$ cat src/design/gtf_pkg.sv
`timescale 1ns / 1ps
`default_nettype none

package gtf_pkg;

  localparam int unsigned ElemW   = 20;
  localparam int unsigned TeamIdW = 4;

  typedef enum logic {
    OpEnq = 1'b0,
    OpDeq = 1'b1
  } gtf_op_e;

  typedef enum logic [1:0] {
    StEnq   = 2'd0,
    StDeq   = 2'd1,
    StEmpty = 2'd2,
    StFull  = 2'd3
  } gtf_status_e;

  typedef struct packed {
    gtf_status_e        status;
    logic [ElemW-1:0]   element;
  } gtf_result_t;

endpackage

`default_nettype wire

$ cat src/design/gtf_if.sv
`timescale 1ns / 1ps
`default_nettype none


interface gtf_out_if;
  logic                           valid;
  logic                           ready;
  logic [gtf_pkg::ElemW-1:0]      out_element;
  gtf_pkg::gtf_status_e           status;

  modport source (output valid, output out_element, output status, input ready);
  modport sink   (input valid, input out_element, input status, output ready);
endinterface

`default_nettype wire

$ cat src/design/gtf_out_skid.sv
`timescale 1ns / 1ps
`default_nettype none

// Result register plus one skid entry: the input side keeps moving while a
// result waits on the output.
module gtf_out_skid (
  input  wire logic                 clk_i,
  input  wire logic                 rst_ni,
  input  wire logic                 in_valid_i,
  output      logic                 in_ready_o,
  input  wire logic                 res_valid_i,
  input  wire gtf_pkg::gtf_result_t res_i,
  output      logic                 res_pop_o,
  gtf_out_if.source                 out_o
);

  logic                 skid_valid_q;
  gtf_pkg::gtf_result_t skid_q;
  logic                 out_fire;
  logic                 in_fire;
  gtf_pkg::gtf_result_t shown;

  always_comb begin
    shown             = skid_valid_q ? skid_q : res_i;
    out_o.valid       = skid_valid_q | res_valid_i;
    out_o.out_element = shown.element;
    out_o.status      = shown.status;
    out_fire          = out_o.valid & out_o.ready;
    in_ready_o        = ~skid_valid_q;
    in_fire           = in_valid_i & in_ready_o;
    res_pop_o         = out_fire & ~skid_valid_q;
  end

  always_ff @(posedge clk_i or negedge rst_ni) begin
    if (!rst_ni) begin
      skid_valid_q <= 1'b0;
    end else if (skid_valid_q) begin
      if (out_fire) begin
        skid_valid_q <= 1'b0;
      end
    end else if (in_fire && res_valid_i && !res_pop_o) begin
      skid_valid_q <= 1'b1;
    end
  end

  // stalled result parks here while the new transaction takes the result slot
  always_ff @(posedge clk_i) begin
    if (!skid_valid_q && in_fire && res_valid_i && !res_pop_o) begin
      skid_q <= res_i;
    end
  end

endmodule

`default_nettype wire

$ cat src/flat_wrapper.sv
// flat-port wrapper written by rule: the top's interface ports become plain ports
module gtf_out_skid_flat 
  (clk_i, rst_ni, in_valid_i, in_ready_o, res_valid_i, res_i, res_pop_o, out_o_valid, out_o_out_element, out_o_status, out_o_ready);
  gtf_out_if out_o_i ();
  input  wire logic clk_i;
  input  wire logic rst_ni;
  input  wire logic in_valid_i;
  output      logic in_ready_o;
  input  wire logic res_valid_i;
  input  wire gtf_pkg::gtf_result_t res_i;
  output      logic res_pop_o;
  output wire logic [$bits(out_o_i.valid)-1:0] out_o_valid;
  output wire logic [$bits(out_o_i.out_element)-1:0] out_o_out_element;
  output wire logic [$bits(out_o_i.status)-1:0] out_o_status;
  input wire logic [$bits(out_o_i.ready)-1:0] out_o_ready;
  assign out_o_valid = out_o_i.valid;
  assign out_o_out_element = out_o_i.out_element;
  assign out_o_status = out_o_i.status;
  assign out_o_i.ready = out_o_ready;
  gtf_out_skid u_core (.clk_i(clk_i), .rst_ni(rst_ni), .in_valid_i(in_valid_i), .in_ready_o(in_ready_o), .res_valid_i(res_valid_i), .res_i(res_i), .res_pop_o(res_pop_o), .out_o(out_o_i));
endmodule
$ cat config.mk
export PLATFORM = sky130hd
export DESIGN_NAME = gtf_out_skid_flat
export DESIGN_NICKNAME = d
export VERILOG_FILES = /design/src/design/gtf_pkg.sv /design/src/design/gtf_if.sv /design/src/design/gtf_out_skid.sv /design/src/flat_wrapper.sv
export SDC_FILE = /design/constraint.sdc
export NUM_CORES = 1
export LEC_CHECK = 0
export ABC_AREA = 0
export BUFFER_PORTS_ARGS = -buffer_cell sky130_fd_sc_hd__buf_4
export CORE_ASPECT_RATIO = 0.7
export CORE_UTILIZATION = 48
export DETAILED_ROUTE_END_ITERATION = 10
export PLACE_DENSITY = 0.8
export SETUP_SLACK_MARGIN = 0.4
export SLEW_MARGIN = 25
export SYNTH_ARGS = -nofsm -noshare
export SYNTH_HDL_FRONTEND = slang
export SYNTH_SLANG_ARGS = --single-unit
$ cat constraint.sdc
create_clock -name clk_i -period 3.5 [get_ports clk_i]
set_clock_uncertainty 0.1 [all_clocks]
set_input_delay 0.175 -clock clk_i [delete_from_list [all_inputs] [get_ports clk_i]]
set_output_delay 0.175 -clock clk_i [all_outputs]
set_load 0.01 [all_outputs]
==> results.sh, run 1 <==
export IMPL_status="finished, final reports clean"
export IMPL_layout_drive_gt1_share=0.608
export IMPL_setup_viol=0
export IMPL_netlist_area_mm2=0.00107
export IMPL_core_area_mm2=0.00198
export IMPL_gr_usage_met1=0.250
export IMPL_gp_congestion=0.673
export IMPL_gr_total_overflow=0
export IMPL_slew_headroom=0.540
export IMPL_syn_avg_cell_area_um2=19.9
export IMPL_yosysSeqAreaShare=0.639
export IMPL_layout_nets=158
export IMPL_diodes=0
export IMPL_grt_antenna_before_repair=0
export IMPL_cts_buffer_depth=2
export IMPL_die_h_um=41.6
export IMPL_pin_count=52
export IMPL_layout_common_cells="buf_4 (51), dlygate4sd3_1 (24), edfxtp_1 (22)"
export IMPL_worstRegToRegCells=1
export IMPL_grt_pass1_vias=804
export IMPL_worstPathMaxFanout=26
export IMPL_drc_errors=0
export IMPL_hold_path_class="primary input to flip-flop"
export IMPL_end_kind="output pin"
export IMPL_netlist_instances=54
export IMPL_start_kind="flip-flop"
export IMPL_vdd_drop_max_mv=0.282
export IMPL_routed_wl_um=2310
export IMPL_cts_buffers=3
export IMPL_cts_tree="yes"
export IMPL_ys_ff_latch=23
export IMPL_period_needed_ps=1970
export IMPL_clkTransAtPathRegs_ps=110
export IMPL_wl_per_cell_um=14.5
export IMPL_synth_fp_nets=81
export IMPL_avgViaCountPerCell=4.63
export IMPL_row_count=13
export IMPL_met2_usage=0.386
export IMPL_max_cap_viol_count=0
export IMPL_hpwlAfterDp_um=1450
export IMPL_placed_cell_area_mm2=0.00145
export IMPL_finalPower_mw=0.572
export IMPL_io_buffer_count=51
export IMPL_cp_data_arrival_time_ps=1700
export IMPL_p_per_area_mw_per_mm2=333
export IMPL_synth_cell_types=12
export IMPL_hold_viol_final=0
export IMPL_crit_required_ps=3220
export IMPL_track_usage=0.218
export IMPL_start_util=0.541
export IMPL_yosysWarnings=0
export IMPL_nFillCells=92
export IMPL_die_area_mm2=0.00243
export IMPL_ant_nets=0
export IMPL_final_area_mm2=0.00172
export IMPL_drt_iter0_markers=15
export IMPL_post_cts_buffers=0
export IMPL_vias=741
export IMPL_holdPathStages=3
export IMPL_grt_busiest_layer="met2"
export IMPL_dieWidth_um=58.5
export IMPL_layout_commonest_cell="buf_4"
export IMPL_tightest_slew_ps=691
export IMPL_insertion_delay_ps=300
export IMPL_grt_pass1_wl_um=3820
export IMPL_ctsRootBufferMaster="clkbuf_4"
export IMPL_grt_max_degree=27
export IMPL_rsz0062_at_grt="false"
export IMPL_power_leakage_nw=0.731
export IMPL_fin_crit_sh=0.564
export IMPL_met3_usage=0.0685
export IMPL_max_clock_freq_mhz=506
export IMPL_dr_pass1_iters=2
export IMPL_drv_slew=0
export IMPL_final_core_util=0.866
export IMPL_cts_sinks=23
export IMPL_area_growth_pct=60.1
export IMPL_h_tree_depth=1
export IMPL_worst_setup_path_type="flip-flop to output pin"
export IMPL_finalSetupTns_ps=0
[logic make-up after synthesis]
family,after synthesis,share of synthesized area
flip-flops,23,0.639
buffers and inverters,4,0.0431
AO/OA/AOI/OAI,1,0.00466
AND/OR/NAND/NOR,4,0.0268
multiplexers,22,0.287
[registers in the layout (all words and copies together), names as in the netlist]
register and flops:
u_core.skid_q 22, u_core.skid_valid_q 1
[cell type report]
type                            count  area (um^2)  share of cell area
Multi-Input combinational cell     27          342               0.199
Sequential cell                    23          687               0.400
Clock buffer                        4         26.3              0.0153
Inverter                            1         3.75             0.00218
Tap cell                           30         37.5              0.0218
Timing Repair Buffer               75          623               0.362
[what timing repair did]
action | 4_1_cts | 5_1_grt
hold buffers | 24 | 0
gates resized for setup | 0 | 0
hold endpoints to repair | 24 | 0
[path summary, 6_finish.rpt]
check | startpoint | endpoint | slack, ps
max | u_core.skid_valid_q | out_o_out_element[16] | 1530
min | in_valid_i | u_core.skid_valid_q | 40
max reg2reg | u_core.skid_valid_q | u_core.skid_q[15] | 1580
min reg2reg | u_core.skid_valid_q | u_core.skid_valid_q | 910
max in group asynchronous | rst_ni | u_core.skid_valid_q | 3130
min in group asynchronous | rst_ni | u_core.skid_valid_q | 80
[critical path, cell delays in order, from the launching register on]
cell	delay, ps
dfrtp_2	830
mux2_2	410
buf_4	150
[synth_stat cells]
cell type	count	share of area
a21oi_1	1	0.0047
nor2_1	1	0.0035
mux2_2	6	0.063
buf_6	2	0.021
inv_1	1	0.0035
buf_12	1	0.019
or2_2	1	0.0058
and4bb_2	1	0.012
mux2_4	16	0.22
edfxtp_1	22	0.62
and3_1	1	0.0058
dfrtp_1	1	0.023
[stage by stage]
step	setup WS, ps	instances	hold slack (ps)
global route	1470	160	74.1
CTS	1520	160	23.0
global placement	1320	132	-149
floorplan	1840	54	-221
detailed placement	1600	132	-149
finish	1530	160	42.0
[where the power goes]
| group | switching, mW | internal, mW | leakage, nW |
|---|---|---|---|
| Sequential | 0.0105 | 0.311 | 0.213 |
| Combinational | 0.0438 | 0.0922 | 0.503 |
| Clock | 0.0709 | 0.0444 | 0.0150 |
| Total | 0.125 | 0.447 | 0.731 |
[layer usage]
| layer | vias up | share of wire |
|---|---|---|
| met4 | 0 | 0.014 |
| met2 | 29 | 0.52 |
| met3 | 4 | 0.055 |
| met5 | - | 0 |
| met1 | 348 | 0.41 |
| li1 | 360 | - |
No activity file was read; power rests on OpenSTA's default activity.
==> inputs of run 2 (changes only) <==
--- a/config.mk
+++ b/config.mk
@@ -8,9 +8,9 @@
 export ABC_AREA = 0
 export BUFFER_PORTS_ARGS = -buffer_cell sky130_fd_sc_hd__buf_4
 export CORE_ASPECT_RATIO = 0.7
-export CORE_UTILIZATION = 48
+export CORE_UTILIZATION = 40
 export DETAILED_ROUTE_END_ITERATION = 10
-export PLACE_DENSITY = 0.8
+export PLACE_DENSITY = 0.71
 export SETUP_SLACK_MARGIN = 0.4
 export SLEW_MARGIN = 25
 export SYNTH_ARGS = -nofsm -noshare
==> constraint.sdc (replaced) <==
create_clock -name clk_i -period 1.7 [get_ports clk_i]
set_clock_uncertainty 0.1 [all_clocks]
set_input_delay 0.085 -clock clk_i [delete_from_list [all_inputs] [get_ports clk_i]]
set_output_delay 0.085 -clock clk_i [all_outputs]
set_load 0.01 [all_outputs]
==> run 2 against run 1 <==
Register-to-register slack worse by 1400 ps. Sequential share of layout area down 3.9 points. Largest cell class is now buffers. Combinational power grew to 2.5 times the previous value. Critical path depth increased by 1. Global-route usage fell by 6.8 points. Final cell count grew 5.6%. Sequential cell count unchanged. Utilization is 10 points lower. Critical path type unchanged. Total power increased by 130%. Clock power grew to 2.9 times the previous value. Design area increased by 11%. Sequential power increased by 100%.
==> results.sh, run 2 (synthesized netlist as in run 1, its figures left out) <==
export IMPL_status="finished, final reports clean"
export IMPL_die_area_mm2=0.00290
export IMPL_start_util=0.430
export IMPL_row_count=15
export IMPL_fin_crit_sh=0.902
export IMPL_die_h_um=45.3
export IMPL_final_area_mm2=0.00191
export IMPL_vdd_drop_max_mv=0.515
export IMPL_ant_nets=0
export IMPL_clkTransAtPathRegs_ps=80
export IMPL_holdWs_ps=35.7
export IMPL_timing_rr_start="u_core.skid_valid_q"
export IMPL_insertion_delay_ps=260
export IMPL_gr_total_overflow=0
export IMPL_hold_viol_final=0
export IMPL_grt_max_degree=23
export IMPL_setup_viol=0
export IMPL_dr_pass1_iters=2
export IMPL_dp_cells=138
export IMPL_nFillCells=159
export IMPL_rsz0062_at_grt="true"
export IMPL_vias=765
export IMPL_drv_slew=0
export IMPL_diodes=0
export IMPL_cts_buffers=3
export IMPL_slowest_delay_ps=460
export IMPL_io_buffer_count=51
export IMPL_avgViaCountPerCell=4.53
export IMPL_end_kind="output pin"
export IMPL_track_usage=0.150
export IMPL_pin_count=52
export IMPL_gp_congestion=0.664
export IMPL_worst_setup_path_type="flip-flop to output pin"
export IMPL_layout_common_cells="buf_4 (39), dlygate4sd3_1 (26), edfxtp_1 (22)"
export IMPL_cts_buffer_depth=2
export IMPL_layout_drive_gt1_share=0.630
export IMPL_slowest_stage="dfrtp_2"
export IMPL_hold_path_class="primary input to asynchronous set/reset pin"
export IMPL_top_regs="u_core.skid_q (22), u_core.skid_valid_q (1)"
export IMPL_wl_per_cell_um=13.3
export IMPL_largest_register_ffs=22
export IMPL_routed_wl_um=2250
export IMPL_crit_chain="buf_12 -> mux2_2 -> buf_4"
export IMPL_slew_headroom=0.773
export IMPL_area_growth_pct=77.5
export IMPL_regMostFlops="u_core.skid_q"
export IMPL_startpoint="u_core.skid_valid_q"
export IMPL_drc_errors=0
export IMPL_period_needed_ps=1530
export IMPL_max_cap_viol_count=0
export IMPL_p_int_mw=1.03
export IMPL_core_area_mm2=0.00250
export IMPL_grt_pass1_wl_um=3190
export IMPL_p_clk_frac=0.250
export IMPL_placed_cell_area_mm2=0.00148
export IMPL_p_sw_mw=0.284
export IMPL_combinationalPowerShare=0.259
export IMPL_crit_required_ps=1510
export IMPL_p_sw_frac=0.216
export IMPL_fin_cells=169
export IMPL_layout_nets=163
export IMPL_power_share_sequential=0.491
export IMPL_max_clock_freq_mhz=652
export IMPL_power_leakage_nw=0.808
export IMPL_cts_sinks=23
export IMPL_dieWidth_um=63.9
export IMPL_drt_iter0_markers=6
export IMPL_p_per_area_mw_per_mm2=692
export IMPL_tightest_slew_ps=340
export IMPL_start_kind="flip-flop"
export IMPL_cp_data_arrival_time_ps=1350
export IMPL_finalSetupTns_ps=0
export IMPL_worstPathMaxFanout=8
export IMPL_grt_pass1_vias=723
export IMPL_ctsRootBufferMaster="clkbuf_8"
export IMPL_grt_antenna_before_repair=0
export IMPL_cts_tree="yes"
export IMPL_h_tree_depth=1
export IMPL_layout_commonest_cell="buf_4"
run 2: what timing repair did:
item,4_1_cts,5_1_grt
buffers inserted,0,0
hold buffers,26,0
endpoints found under the hold margin,24,0
gates cloned,0,1
pin swaps,0,2
resized for setup,1,27
endpoints found under the setup margin,47,47
run 2: layout make-up:
type / count / area [um^2] / share of cell area
Clock inverter: 1 / 5.00 / 0.00263
Timing Repair Buffer: 80 / 753 / 0.395
Inverter: 1 / 8.76 / 0.00460
Multi-Input combinational cell: 27 / 368 / 0.193
Clock buffer: 3 / 41.3 / 0.0217
Tap cell: 34 / 42.5 / 0.0223
Sequential cell: 23 / 687 / 0.360
run 2: per-layer routing:
| metal | part of all wire | track usage |
|---|---|---|
| met4 | 0.0040 | 0.0273 |
| met2 | 0.47 | 0.255 |
| met5 | 0 | 0 |
| met1 | 0.45 | 0.187 |
| met3 | 0.080 | 0.0556 |
run 2: power groups by stage:
stage               combinational (mW)  sequential [mW]  clock, mW
finish                           0.342            0.648      0.329
floorplan                        0.135            0.655          0
detailed placement               0.254            0.657          0
global route                     0.361            0.649      0.365
global placement                 0.251            0.656          0
CTS                              0.301            0.644      0.344
run 2: path summary, 6_finish.rpt:
path                                              end  slack, ps  cells after the start
worst max register to register      u_core.skid_q[12]        220                      1
max in group asynchronous         u_core.skid_valid_q       1370                      2
worst min register to register    u_core.skid_valid_q        700                      3
worst min-delay path              u_core.skid_valid_q         40                      2
worst max-delay path            out_o_out_element[14]        170                      3
min in group clk_i                  u_core.skid_q[15]        300                      2
run 2: worst max-delay path, delay by kind of cell (launching register included):
family / cells / cell delay [ps]
buffers and inverters: 2 / 300
DFF: 1 / 460
muxes: 1 / 330
run 2: per-stage QoR:
| step | total power, mW | worst slack (ps) | util |
|---|---|---|---|
| 2_1_floorplan | 0.790 | 176 | - |
| 3_3_place_gp | 0.907 | 361 | 0.591 |
| 3_5_place_dp | 0.911 | 330 | 0.591 |
| 4_1_cts | 1.29 | 159 | 0.715 |
| 5_1_grt | 1.38 | 136 | 0.763 |
| 6_report | 1.32 | 166 | 0.763 |
